===== src/rtl/nnsag_pkg.sv =====
`default_nettype none

package nnsag_pkg;

  // Fixed field widths
  localparam int unsigned SCALE_W = 20;
  localparam int unsigned DIM_W   = 14;
  localparam int unsigned PITCH_W = 16;
  localparam int unsigned ESZ_W   = 2;
  localparam int unsigned CRD_W   = 13;
  // Internal source coordinate width, covers MAX_DIM up to 16384
  localparam int unsigned SRC_W   = 14;
  localparam int unsigned OFF_W   = 29;
  localparam int unsigned IDX_W   = 3;
  localparam int unsigned WDATA_W = 20;

  localparam int unsigned MAX_DIM_DEF   = 8192;
  localparam int unsigned FRAC_BITS_DEF = 16;

  // Register indexes
  localparam logic [IDX_W-1:0] REG_X_SCALE    = 3'd0;
  localparam logic [IDX_W-1:0] REG_Y_SCALE    = 3'd1;
  localparam logic [IDX_W-1:0] REG_OUT_COLS   = 3'd2;
  localparam logic [IDX_W-1:0] REG_OUT_ROWS   = 3'd3;
  localparam logic [IDX_W-1:0] REG_IN_STRIDE  = 3'd4;
  localparam logic [IDX_W-1:0] REG_OUT_STRIDE = 3'd5;
  localparam logic [IDX_W-1:0] REG_ESZ_LOG2   = 3'd6;

  // Reset values
  localparam logic [SCALE_W-1:0] X_SCALE_RST    = 20'd65536;
  localparam logic [SCALE_W-1:0] Y_SCALE_RST    = 20'd65536;
  localparam logic [DIM_W-1:0]   OUT_COLS_RST   = 14'd1920;
  localparam logic [DIM_W-1:0]   OUT_ROWS_RST   = 14'd1080;
  localparam logic [PITCH_W-1:0] IN_STRIDE_RST  = 16'd1920;
  localparam logic [PITCH_W-1:0] OUT_STRIDE_RST = 16'd1920;
  localparam logic [ESZ_W-1:0]   ESZ_LOG2_RST   = 2'd0;
  localparam logic [ESZ_W-1:0]   ESZ_LOG2_MAX   = 2'd2;

  typedef struct packed {
    logic [SCALE_W-1:0] x_scale;
    logic [SCALE_W-1:0] y_scale;
    logic [DIM_W-1:0]   out_cols;
    logic [DIM_W-1:0]   out_rows;
    logic [PITCH_W-1:0] in_stride;
    logic [PITCH_W-1:0] out_stride;
    logic [ESZ_W-1:0]   element_size_log2;
  } cfg_t;

  // One walked position, handed from the walker to the address stage
  typedef struct packed {
    logic [CRD_W-1:0] dst_col;
    logic [CRD_W-1:0] dst_row;
    logic [SRC_W-1:0] src_col;
    logic [SRC_W-1:0] src_row;
    logic [OFF_W-1:0] dst_row_base;
    logic             end_of_line;
    logic             end_of_frame;
  } pos_t;

endpackage

`default_nettype wire


===== src/rtl/nnsag_in_if.sv =====
`default_nettype none

interface nnsag_in_if;
  logic valid;
  logic ready;
  logic restart;

  modport source (output valid, output restart, input ready);
  modport sink (input valid, input restart, output ready);
endinterface

`default_nettype wire


===== src/rtl/nnsag_out_if.sv =====
`default_nettype none

interface nnsag_out_if;
  logic                         valid;
  logic                         ready;
  logic [nnsag_pkg::CRD_W-1:0]  dst_col;
  logic [nnsag_pkg::CRD_W-1:0]  dst_row;
  logic [nnsag_pkg::CRD_W-1:0]  src_col;
  logic [nnsag_pkg::CRD_W-1:0]  src_row;
  logic [nnsag_pkg::OFF_W-1:0]  src_offset;
  logic [nnsag_pkg::OFF_W-1:0]  dst_offset;
  logic                         end_of_line;
  logic                         end_of_frame;

  modport source (
    output valid, output dst_col, output dst_row, output src_col, output src_row,
    output src_offset, output dst_offset, output end_of_line, output end_of_frame,
    input ready
  );
  modport sink (
    input valid, input dst_col, input dst_row, input src_col, input src_row,
    input src_offset, input dst_offset, input end_of_line, input end_of_frame,
    output ready
  );
endinterface

`default_nettype wire


===== src/rtl/nearest_neighbor_scale_address_gen.sv =====
// Each accepted word is registered in the walker's position register and then in
// the address stage's output register. Throughput: one word per cycle while the
// output is not stalled; the position counters and accumulators are updated by one
// add and compare each, so a word can follow every cycle. The source row offset
// multiply sits in the second (output) stage. Reset: asynchronous, active low; the
// control registers reset and the walk starts at the destination origin. No clearing pass.
`default_nettype none

module nearest_neighbor_scale_address_gen #(
  parameter int unsigned MAX_DIM   = nnsag_pkg::MAX_DIM_DEF,
  parameter int unsigned FRAC_BITS = nnsag_pkg::FRAC_BITS_DEF
) (
  input  wire logic                          clk_i,
  input  wire logic                          rst_ni,
  input  wire logic                          cfg_we_i,
  input  wire logic [nnsag_pkg::IDX_W-1:0]   cfg_idx_i,
  input  wire logic [nnsag_pkg::WDATA_W-1:0] cfg_wdata_i,
  nnsag_in_if.sink                           in_i,
  nnsag_out_if.source                        out_o
);

  nnsag_pkg::cfg_t cfg;
  nnsag_pkg::pos_t pos;
  logic            pos_valid, pos_ready;

  nnsag_cfg u_cfg (
    .clk_i       (clk_i),
    .rst_ni      (rst_ni),
    .cfg_we_i    (cfg_we_i),
    .cfg_idx_i   (cfg_idx_i),
    .cfg_wdata_i (cfg_wdata_i),
    .cfg_o       (cfg)
  );

  nnsag_walker #(
    .MAX_DIM   (MAX_DIM),
    .FRAC_BITS (FRAC_BITS)
  ) u_walker (
    .clk_i       (clk_i),
    .rst_ni      (rst_ni),
    .cfg_i       (cfg),
    .in_valid_i  (in_i.valid),
    .in_ready_o  (in_i.ready),
    .restart_i   (in_i.restart),
    .pos_valid_o (pos_valid),
    .pos_ready_i (pos_ready),
    .pos_o       (pos)
  );

  nnsag_addr u_addr (
    .clk_i          (clk_i),
    .rst_ni         (rst_ni),
    .cfg_i          (cfg),
    .pos_valid_i    (pos_valid),
    .pos_ready_o    (pos_ready),
    .pos_i          (pos),
    .out_valid_o    (out_o.valid),
    .out_ready_i    (out_o.ready),
    .dst_col_o      (out_o.dst_col),
    .dst_row_o      (out_o.dst_row),
    .src_col_o      (out_o.src_col),
    .src_row_o      (out_o.src_row),
    .src_offset_o   (out_o.src_offset),
    .dst_offset_o   (out_o.dst_offset),
    .end_of_line_o  (out_o.end_of_line),
    .end_of_frame_o (out_o.end_of_frame)
  );

endmodule

`default_nettype wire


===== src/rtl/nnsag_cfg.sv =====
`default_nettype none

module nnsag_cfg (
  input  wire logic                          clk_i,
  input  wire logic                          rst_ni,
  input  wire logic                          cfg_we_i,
  input  wire logic [nnsag_pkg::IDX_W-1:0]   cfg_idx_i,
  input  wire logic [nnsag_pkg::WDATA_W-1:0] cfg_wdata_i,
  output nnsag_pkg::cfg_t                    cfg_o
);

  nnsag_pkg::cfg_t cfg_q;

  always_ff @(posedge clk_i or negedge rst_ni) begin
    if (!rst_ni) begin
      cfg_q.x_scale           <= nnsag_pkg::X_SCALE_RST;
      cfg_q.y_scale           <= nnsag_pkg::Y_SCALE_RST;
      cfg_q.out_cols          <= nnsag_pkg::OUT_COLS_RST;
      cfg_q.out_rows          <= nnsag_pkg::OUT_ROWS_RST;
      cfg_q.in_stride         <= nnsag_pkg::IN_STRIDE_RST;
      cfg_q.out_stride        <= nnsag_pkg::OUT_STRIDE_RST;
      cfg_q.element_size_log2 <= nnsag_pkg::ESZ_LOG2_RST;
    end else if (cfg_we_i) begin
      unique case (cfg_idx_i)
        nnsag_pkg::REG_X_SCALE: begin
          cfg_q.x_scale <= cfg_wdata_i[nnsag_pkg::SCALE_W-1:0];
        end
        nnsag_pkg::REG_Y_SCALE: begin
          cfg_q.y_scale <= cfg_wdata_i[nnsag_pkg::SCALE_W-1:0];
        end
        nnsag_pkg::REG_OUT_COLS: begin
          cfg_q.out_cols <= cfg_wdata_i[nnsag_pkg::DIM_W-1:0];
        end
        nnsag_pkg::REG_OUT_ROWS: begin
          cfg_q.out_rows <= cfg_wdata_i[nnsag_pkg::DIM_W-1:0];
        end
        nnsag_pkg::REG_IN_STRIDE: begin
          cfg_q.in_stride <= cfg_wdata_i[nnsag_pkg::PITCH_W-1:0];
        end
        nnsag_pkg::REG_OUT_STRIDE: begin
          cfg_q.out_stride <= cfg_wdata_i[nnsag_pkg::PITCH_W-1:0];
        end
        nnsag_pkg::REG_ESZ_LOG2: begin
          cfg_q.element_size_log2 <= cfg_wdata_i[nnsag_pkg::ESZ_W-1:0];
        end
        default: begin
        end
      endcase
    end
  end

  assign cfg_o = cfg_q;

endmodule

`default_nettype wire


===== src/rtl/nnsag_walker.sv =====
`default_nettype none

module nnsag_walker #(
  parameter int unsigned MAX_DIM   = nnsag_pkg::MAX_DIM_DEF,
  parameter int unsigned FRAC_BITS = nnsag_pkg::FRAC_BITS_DEF
) (
  input  wire logic            clk_i,
  input  wire logic            rst_ni,
  input  nnsag_pkg::cfg_t      cfg_i,
  input  wire logic            in_valid_i,
  output logic                 in_ready_o,
  input  wire logic            restart_i,
  output logic                 pos_valid_o,
  input  wire logic            pos_ready_i,
  output nnsag_pkg::pos_t      pos_o
);

  localparam int unsigned DimW = $clog2(MAX_DIM + 1);
  // Wide enough for the saturation cap and for an unsaturated scale/2
  localparam int unsigned AccW = (DimW + FRAC_BITS > nnsag_pkg::SCALE_W) ?
                                 DimW + FRAC_BITS : nnsag_pkg::SCALE_W;
  localparam int unsigned CmpW = (DimW > nnsag_pkg::DIM_W) ? DimW : nnsag_pkg::DIM_W;
  localparam logic [AccW:0]   AccCap   = (AccW + 1)'(MAX_DIM) << FRAC_BITS;
  localparam logic [AccW-1:0] CoordMax = AccW'(MAX_DIM - 1);
  localparam logic [CmpW-1:0] DimMax   = CmpW'(MAX_DIM);
  localparam logic [CmpW-1:0] DimOne   = CmpW'(1);

  logic [nnsag_pkg::CRD_W-1:0] col_q, col_d, row_q, row_d, cur_col, cur_row;
  logic [AccW-1:0]             xacc_q, xacc_d, yacc_q, yacc_d, cur_xacc, cur_yacc;
  logic [AccW-1:0]             x_half, y_half, x_sum, y_sum, sc_raw, sr_raw;
  logic [nnsag_pkg::OFF_W-1:0] base_q, base_d, cur_base;
  logic [CmpW-1:0]             w_ext, h_ext, w_clamp, h_clamp;
  logic                        eol, eof, in_fire;
  nnsag_pkg::pos_t             pos_q, pos_d;
  logic                        pos_valid_q;

  function automatic logic [AccW-1:0] acc_add(input logic [AccW-1:0] acc,
                                              input logic [nnsag_pkg::SCALE_W-1:0] step);
    logic [AccW:0] s;
    s = {1'b0, acc} + (AccW + 1)'(step);
    acc_add = (s > AccCap) ? AccW'(AccCap) : s[AccW-1:0];
  endfunction

  function automatic logic [AccW-1:0] coord_of(input logic [AccW-1:0] acc);
    logic [AccW-1:0] c;
    c = acc >> FRAC_BITS;
    coord_of = (c > CoordMax) ? CoordMax : c;
  endfunction

  assign in_ready_o = !pos_valid_q || pos_ready_i;
  assign in_fire    = in_valid_i && in_ready_o;

  always_comb begin
    x_half = AccW'(cfg_i.x_scale >> 1);
    y_half = AccW'(cfg_i.y_scale >> 1);

    // restart applies the origin before this word's position is emitted
    cur_col  = restart_i ? '0 : col_q;
    cur_row  = restart_i ? '0 : row_q;
    cur_xacc = restart_i ? x_half : xacc_q;
    cur_yacc = restart_i ? y_half : yacc_q;
    cur_base = restart_i ? '0 : base_q;

    w_ext   = CmpW'(cfg_i.out_cols);
    h_ext   = CmpW'(cfg_i.out_rows);
    w_clamp = (w_ext == '0) ? DimOne : ((w_ext > DimMax) ? DimMax : w_ext);
    h_clamp = (h_ext == '0) ? DimOne : ((h_ext > DimMax) ? DimMax : h_ext);

    eol = CmpW'(cur_col) >= (w_clamp - DimOne);
    eof = eol && (CmpW'(cur_row) >= (h_clamp - DimOne));

    sc_raw = coord_of(cur_xacc);
    sr_raw = coord_of(cur_yacc);
    x_sum  = acc_add(cur_xacc, cfg_i.x_scale);
    y_sum  = acc_add(cur_yacc, cfg_i.y_scale);

    pos_d.dst_col      = cur_col;
    pos_d.dst_row      = cur_row;
    pos_d.src_col      = nnsag_pkg::SRC_W'(sc_raw);
    pos_d.src_row      = nnsag_pkg::SRC_W'(sr_raw);
    pos_d.dst_row_base = cur_base;
    pos_d.end_of_line  = eol;
    pos_d.end_of_frame = eof;

    if (!eol) begin
      col_d  = cur_col + 1'b1;
      row_d  = cur_row;
      xacc_d = x_sum;
      yacc_d = cur_yacc;
      base_d = cur_base;
    end else if (eof) begin
      col_d  = '0;
      row_d  = '0;
      xacc_d = x_half;
      yacc_d = y_half;
      base_d = '0;
    end else begin
      col_d  = '0;
      row_d  = cur_row + 1'b1;
      xacc_d = x_half;
      yacc_d = y_sum;
      base_d = cur_base + nnsag_pkg::OFF_W'(cfg_i.out_stride);
    end
  end

  always_ff @(posedge clk_i or negedge rst_ni) begin
    if (!rst_ni) begin
      col_q       <= '0;
      row_q       <= '0;
      xacc_q      <= AccW'(nnsag_pkg::X_SCALE_RST >> 1);
      yacc_q      <= AccW'(nnsag_pkg::Y_SCALE_RST >> 1);
      base_q      <= '0;
      pos_valid_q <= 1'b0;
    end else begin
      if (in_fire) begin
        col_q  <= col_d;
        row_q  <= row_d;
        xacc_q <= xacc_d;
        yacc_q <= yacc_d;
        base_q <= base_d;
      end
      if (in_ready_o) begin
        pos_valid_q <= in_valid_i;
      end
    end
  end

  always_ff @(posedge clk_i) begin
    if (in_fire) begin
      pos_q <= pos_d;
    end
  end

  assign pos_valid_o = pos_valid_q;
  assign pos_o       = pos_q;

endmodule

`default_nettype wire


===== src/rtl/nnsag_addr.sv =====
`default_nettype none

module nnsag_addr (
  input  wire logic                        clk_i,
  input  wire logic                        rst_ni,
  input  nnsag_pkg::cfg_t                  cfg_i,
  input  wire logic                        pos_valid_i,
  output logic                             pos_ready_o,
  input  nnsag_pkg::pos_t                  pos_i,
  output logic                             out_valid_o,
  input  wire logic                        out_ready_i,
  output logic [nnsag_pkg::CRD_W-1:0]      dst_col_o,
  output logic [nnsag_pkg::CRD_W-1:0]      dst_row_o,
  output logic [nnsag_pkg::CRD_W-1:0]      src_col_o,
  output logic [nnsag_pkg::CRD_W-1:0]      src_row_o,
  output logic [nnsag_pkg::OFF_W-1:0]      src_offset_o,
  output logic [nnsag_pkg::OFF_W-1:0]      dst_offset_o,
  output logic                             end_of_line_o,
  output logic                             end_of_frame_o
);

  localparam int unsigned ProdW = nnsag_pkg::SRC_W + nnsag_pkg::PITCH_W;

  logic [nnsag_pkg::ESZ_W-1:0] esz;
  logic [ProdW-1:0]            row_prod;
  logic [nnsag_pkg::OFF_W-1:0] src_off_d, dst_off_d;
  logic                        out_valid_q, pos_fire;

  logic [nnsag_pkg::CRD_W-1:0] dst_col_q, dst_row_q, src_col_q, src_row_q;
  logic [nnsag_pkg::OFF_W-1:0] src_off_q, dst_off_q;
  logic                        eol_q, eof_q;

  assign pos_ready_o = !out_valid_q || out_ready_i;
  assign pos_fire    = pos_valid_i && pos_ready_o;

  always_comb begin
    // size code 3 behaves as 4 bytes
    esz = (cfg_i.element_size_log2 > nnsag_pkg::ESZ_LOG2_MAX) ?
          nnsag_pkg::ESZ_LOG2_MAX : cfg_i.element_size_log2;
    row_prod  = ProdW'(pos_i.src_row) * ProdW'(cfg_i.in_stride);
    src_off_d = nnsag_pkg::OFF_W'(row_prod)
              + (nnsag_pkg::OFF_W'(pos_i.src_col) << esz);
    dst_off_d = pos_i.dst_row_base + (nnsag_pkg::OFF_W'(pos_i.dst_col) << esz);
  end

  always_ff @(posedge clk_i or negedge rst_ni) begin
    if (!rst_ni) begin
      out_valid_q <= 1'b0;
    end else if (pos_ready_o) begin
      out_valid_q <= pos_valid_i;
    end
  end

  always_ff @(posedge clk_i) begin
    if (pos_fire) begin
      dst_col_q <= pos_i.dst_col;
      dst_row_q <= pos_i.dst_row;
      src_col_q <= nnsag_pkg::CRD_W'(pos_i.src_col);
      src_row_q <= nnsag_pkg::CRD_W'(pos_i.src_row);
      src_off_q <= src_off_d;
      dst_off_q <= dst_off_d;
      eol_q     <= pos_i.end_of_line;
      eof_q     <= pos_i.end_of_frame;
    end
  end

  assign out_valid_o    = out_valid_q;
  assign dst_col_o      = dst_col_q;
  assign dst_row_o      = dst_row_q;
  assign src_col_o      = src_col_q;
  assign src_row_o      = src_row_q;
  assign src_offset_o   = src_off_q;
  assign dst_offset_o   = dst_off_q;
  assign end_of_line_o  = eol_q;
  assign end_of_frame_o = eof_q;

endmodule

`default_nettype wire

===== src/flat_wrapper.sv =====
// flat-port wrapper written by rule: the top's interface ports become plain ports
module nearest_neighbor_scale_address_gen_flat 
#(
  parameter int unsigned MAX_DIM   = nnsag_pkg::MAX_DIM_DEF,
  parameter int unsigned FRAC_BITS = nnsag_pkg::FRAC_BITS_DEF
)
  (clk_i, rst_ni, cfg_we_i, cfg_idx_i, cfg_wdata_i, in_i_valid, in_i_restart, in_i_ready, out_o_valid, out_o_dst_col, out_o_dst_row, out_o_src_col, out_o_src_row, out_o_src_offset, out_o_dst_offset, out_o_end_of_line, out_o_end_of_frame, out_o_ready);
  nnsag_in_if in_i_i ();
  nnsag_out_if out_o_i ();
  input  wire logic clk_i;
  input  wire logic rst_ni;
  input  wire logic cfg_we_i;
  input  wire logic [nnsag_pkg::IDX_W-1:0] cfg_idx_i;
  input  wire logic [nnsag_pkg::WDATA_W-1:0] cfg_wdata_i;
  input wire logic [$bits(in_i_i.valid)-1:0] in_i_valid;
  input wire logic [$bits(in_i_i.restart)-1:0] in_i_restart;
  output wire logic [$bits(in_i_i.ready)-1:0] in_i_ready;
  output wire logic [$bits(out_o_i.valid)-1:0] out_o_valid;
  output wire logic [$bits(out_o_i.dst_col)-1:0] out_o_dst_col;
  output wire logic [$bits(out_o_i.dst_row)-1:0] out_o_dst_row;
  output wire logic [$bits(out_o_i.src_col)-1:0] out_o_src_col;
  output wire logic [$bits(out_o_i.src_row)-1:0] out_o_src_row;
  output wire logic [$bits(out_o_i.src_offset)-1:0] out_o_src_offset;
  output wire logic [$bits(out_o_i.dst_offset)-1:0] out_o_dst_offset;
  output wire logic [$bits(out_o_i.end_of_line)-1:0] out_o_end_of_line;
  output wire logic [$bits(out_o_i.end_of_frame)-1:0] out_o_end_of_frame;
  input wire logic [$bits(out_o_i.ready)-1:0] out_o_ready;
  assign in_i_i.valid = in_i_valid;
  assign in_i_i.restart = in_i_restart;
  assign in_i_ready = in_i_i.ready;
  assign out_o_valid = out_o_i.valid;
  assign out_o_dst_col = out_o_i.dst_col;
  assign out_o_dst_row = out_o_i.dst_row;
  assign out_o_src_col = out_o_i.src_col;
  assign out_o_src_row = out_o_i.src_row;
  assign out_o_src_offset = out_o_i.src_offset;
  assign out_o_dst_offset = out_o_i.dst_offset;
  assign out_o_end_of_line = out_o_i.end_of_line;
  assign out_o_end_of_frame = out_o_i.end_of_frame;
  assign out_o_i.ready = out_o_ready;
  nearest_neighbor_scale_address_gen #(.MAX_DIM(MAX_DIM), .FRAC_BITS(FRAC_BITS)) u_core (.clk_i(clk_i), .rst_ni(rst_ni), .cfg_we_i(cfg_we_i), .cfg_idx_i(cfg_idx_i), .cfg_wdata_i(cfg_wdata_i), .in_i(in_i_i), .out_o(out_o_i));
endmodule

===== config.mk =====
export PLATFORM = sky130hd
export DESIGN_NAME = nearest_neighbor_scale_address_gen_flat
export DESIGN_NICKNAME = d
export VERILOG_FILES = /design/src/rtl/nnsag_pkg.sv /design/src/rtl/nnsag_in_if.sv /design/src/rtl/nnsag_out_if.sv /design/src/rtl/nearest_neighbor_scale_address_gen.sv /design/src/rtl/nnsag_cfg.sv /design/src/rtl/nnsag_walker.sv /design/src/rtl/nnsag_addr.sv /design/src/flat_wrapper.sv
export SDC_FILE = /design/constraint.sdc
export NUM_CORES = 1
export LEC_CHECK = 0
export BUFFER_PORTS_ARGS = -buffer_cell sky130_fd_sc_hd__buf_2
export CAP_MARGIN = 5
export CORE_MARGIN = 3
export CORE_UTILIZATION = 45
export CTS_CLUSTER_SIZE = 40
export DETAILED_ROUTE_END_ITERATION = 6
export HOLD_SLACK_MARGIN = 0.15
export SYNTH_ARGS = -nofsm -noshare
export SYNTH_HDL_FRONTEND = slang
export SYNTH_SLANG_ARGS = --single-unit

===== constraint.sdc =====
create_clock -name clk_i -period 10.5 [get_ports clk_i]
set_input_delay 3.15 -clock clk_i [delete_from_list [all_inputs] [get_ports clk_i]]
set_output_delay 3.15 -clock clk_i [all_outputs]
set_load 0.005 [all_outputs]

==> Implementation_results.wiki <==
{| class="wikitable"
! Metric !! Value
|-
| Cell accounting for the most synthesized area || edfxtp_1
|-
| Sequential cell area || between 10,000 and 15,000 um2
|-
| Clock latency at the later pin of the worst-skew pair || 610 ps
|-
| Mean instance size in the synthesized netlist || 10.4 um2
|-
| Arrival time of data at the critical path endpoint || 8650 ps
|-
| Final Instance Count excl. Fillers || about 3,900
|-
| Highest metal layer with signal wires || met4
|-
| CP startpoint kind || input port
|-
| Synth area leaders || edfxtp_1, dfrtp_1, fa_1
|-
| Origin of the critical flop-to-flop path || u_core.u_cfg.cfg_o[0]$_DFFE_PN0P_
|-
| Clk sink count || 416
|-
| Number of remaining DRC errors || 0
|-
| # IOs || about 140
|-
| Power density normalized to cell area || 327 nW/um2
|-
| Core region area || ~65,000 um2
|-
| First-pass GRT wire length || 122,000 um
|-
| Total number of vias || roughly 22,000
|-
| Buffers on Ports || 142
|-
| Synth-to-Final Area Change || 10.8%
|-
| Number of buffers on the longest clock path || 3
|-
| Detailed Routing Iterations Pass 1 || 5
|-
| Asr flop ratio synth || 0.526
|-
| Most common flop cell mapped by yosys || dfrtp_1
|-
| Routed wire length per instance || 19.6 um
|-
| Number of setup violations in the final report || 0
|-
| Initial core utilization || 0.459
|-
| H-Tree Depth || 2
|-
| DR iter-0 viols || between 1,000 and 1,500
|-
| R2R cell count || 25
|-
| Number of global-route vias before repair || ~22,000
|-
| Amount of wire on met3 after detailed routing || 4430 um
|-
| Fillers || 5,912
|-
| Pin count of the biggest net entering global routing || 88
|-
| Ratio of final minimum period to clock period || 0.778
|-
| Worst Path Max Fanout || approximately 70
|-
| Critical path endpoint category || flip-flop
|-
| Number of nets in the layout || ~3,400
|-
| Run status || finished, final reports clean
|-
| Routed length on met1 || 35,200 um
|-
| Placed instance count || 3,770
|-
| Clock tree from TritonCTS || done
|-
| Post-cts repair resize count || 0
|-
| Initial antenna violation count || 5
|-
| Most frequent cells after synthesis || inv_1, nand2_1, dfrtp_1
|-
| Hold Crit Endpoint || u_core.u_addr.dst_row_o[8]$_DFFE_PP_
|-
| Clk pin slew, worst setup/hold paths || 60 ps
|-
| Vertical die dimension || 264 um
|-
| Hold Buf Count CTS || 0
|-
| Area taken by multi-input logic gates || 17,100 um2
|-
| Sequential element share of the synthesized area || 0.382
|-
| Routed wire length || 75,500 um
|-
| Worst setup path class || input port to flip-flop
|-
| Number of failing hold endpoints at the final stage || 0
|-
| Final max-slew violation count || 0
|-
| Worst slew margin relative to its limit || 0.188
|-
| Drt via density || roughly 5.6
|-
| Start point of the worst min-delay path || u_core.u_walker.pos_o[67]$_DFFE_PP_
|-
| Final critical delay including setup and external delays || roughly 8200 ps
|-
| Register-to-register path setup slack || 2750 ps
|-
| Die X || between 200 and 300 um
|-
| Final weighted congestion in routability-driven placement || 0.897
|-
| Total global routing overflow || 0
|-
| Number of flops mapped to enable cells by yosys || between 150 and 200
|-
| #FFs+latches synth || roughly 420
|-
| Worst setup skew after layout || 18.2 ps
|-
| Cell Rows || 93
|-
| Die footprint || around 70,000 um2
|-
| Most numerous cell in the Yosys netlist || inv_1
|-
| Post-route ant nets || 0
|-
| Combined global-route utilization of all metal layers || 0.217
|-
| Post-CTS setup-driven buffer insertion count || 0
|-
| End of the worst register-to-register path || u_core.u_addr.src_offset_o[27]$_DFFE_PP_
|-
| Portion of synthesized cell area occupied by the leading cell type || 0.198
|-
| Worst-margin pin slew || 1210 ps
|-
| Max rail drop VDD || just under 0.5 mV
|-
| Amount of wire on met2 after detailed routing || 34,300 um
|-
| Cell depth of the worst min-delay path || 0
|-
| Cells after Synth || approximately 2,900
|-
| Final TNS setup || 0 ps
|-
| LEAKAGE || 14.7 nW
|-
| Clock root buffer || clkbuf_16
|-
| Cell area after synthesis || 29,900 um2
|-
| Peak clock frequency supported by timing || 122 MHz
|-
| Count of cell types in the netlist || 91
|-
| Half-perimeter wire length after detailed placement || 54,800 um
|-
| Max_cap viols || 0
|-
| Total number of yosys warnings || 0
|-
| Required time of the critical path || ~11,000 ps
|-
| Fraction of final layout cells sized beyond drive strength 1 || 0.145
|-
| Worst hold-check path type || flip-flop to flip-flop
|-
| Number of buffers inserted during clock tree synthesis || 48
|-
| RSZ-0062 raised after global routing || no
|}
## critical path, stage by stage
cell and delay (ps):
buf_4 700, buf_4 430, mux2_2 380, ha_1 410
nand2_1 150, o21a_1 240, o21bai_1 290, a221oi_4 130
o21ai_1 520, nor3b_1 380, nor2_1 80, o31a_1 410
a21oi_2 650, inv_2 300, a221o_1 400
## cell families after synthesis
family                     after synthesis  share of synthesized area
and+or+nand+nor                        860                      0.147
AOI/OAI and AO/OA                      549                      0.123
DFF                                    416                      0.382
buffers and inverters                  387                     0.0495
adders and majority gates              377                      0.204
muxes                                  169                     0.0623
xor gates and xnor gates               113                     0.0331
other                                    1                   0.000125
## registers in the layout, summed over array words and instances (netlist names), 29 cells and up
name and count:
u_core.u_walker.xacc_q 30, u_core.u_walker.base_q 29, u_core.u_cfg.cfg_o 102, u_core.u_addr.dst_offset_o 29, u_core.u_addr.src_offset_o 29, u_core.u_walker.pos_o 85
u_core.u_walker.yacc_q 30
## worst max path at each step
stage / startpoint / to / cells past startpoint
finish: in_i_restart / u_core.u_walker.yacc_q[3]$_DFFE_PN0P_ / 15
global route: in_i_restart / u_core.u_walker.yacc_q[11]$_DFFE_PN0P_ / 15
CTS: in_i_restart / u_core.u_walker.yacc_q[18]$_DFFE_PN0P_ / 15
detailed placement: in_i_restart / u_core.u_walker.yacc_q[10]$_DFFE_PN0P_ / 15
global placement: in_i_restart / u_core.u_walker.yacc_q[8]$_DFFE_PN0P_ / 15
floorplan: in_i_restart / u_core.u_walker.xacc_q[13]$_DFFE_PN0P_ / 19
## routing by layer
| metal | global-route usage | up-vias |
|---|---|---|
| li1 | - | 10200 |
| met1 | 0.313 | 10900 |
| met2 | 0.344 | 545 |
| met3 | 0.0340 | 104 |
| met4 | 0.0533 | 0 |
| met5 | 0 | - |
## layout make-up
type,instances,area share
Multi-Input combinational cell,2072,0.515
Sequential cell,416,0.344
Clock buffer,62,0.0412
Tap cell,855,0.0323
Inverter,267,0.0303
Timing Repair Buffer,160,0.0259
Clock inverter,27,0.0105
Antenna cell,1,0.0000755
## where the power goes
part           switching, mW  internal, mW
Clock                  0.718          1.08
Sequential             0.269          2.30
Combinational           3.58          2.90
## per-stage QoR
stage	setup WS (ps)	utilization	total power, mW	instance area [um2]	hold WS [ps]
global route	2040	0.509	12.0	33200	428
floorplan	2450	-	7.59	29900	400
global placement	2010	0.482	8.94	31400	405
detailed placement	1820	0.482	9.08	31400	414
finish	2330	0.509	10.8	33200	421
CTS	2450	0.509	11.0	33200	427
## cells in the final DEF, fill, tap and decap left out, types with 7 or more instances in the layout
cell type	count
nor2b_1	78
nor2_1	159
fa_1	185
a32o_1	7
xor2_1	43
a21o_1	32
a21oi_1	116
inv_1	265
o21ai_0	143
nand2b_1	42
nand4_1	16
clkinv_2	9
a22o_1	28
and3_1	51
a221o_1	13
mux2i_1	30
o21a_1	30
o211ai_1	13
dfstp_2	20
nor3b_1	7
a211oi_1	10
dfrtp_1	199
buf_2	140
o21bai_1	17
nand3_1	43
nand2_1	233
xnor2_1	70
a31oi_1	22
o31ai_1	21
nor3_1	35
o22ai_1	11
and2_1	127
nor4_1	9
buf_4	19
clkbuf_16	51
edfxtp_1	197
ha_1	192
or3_1	11
a21boi_0	7
mux2_2	139
Power figures use the tool's default switching activity.
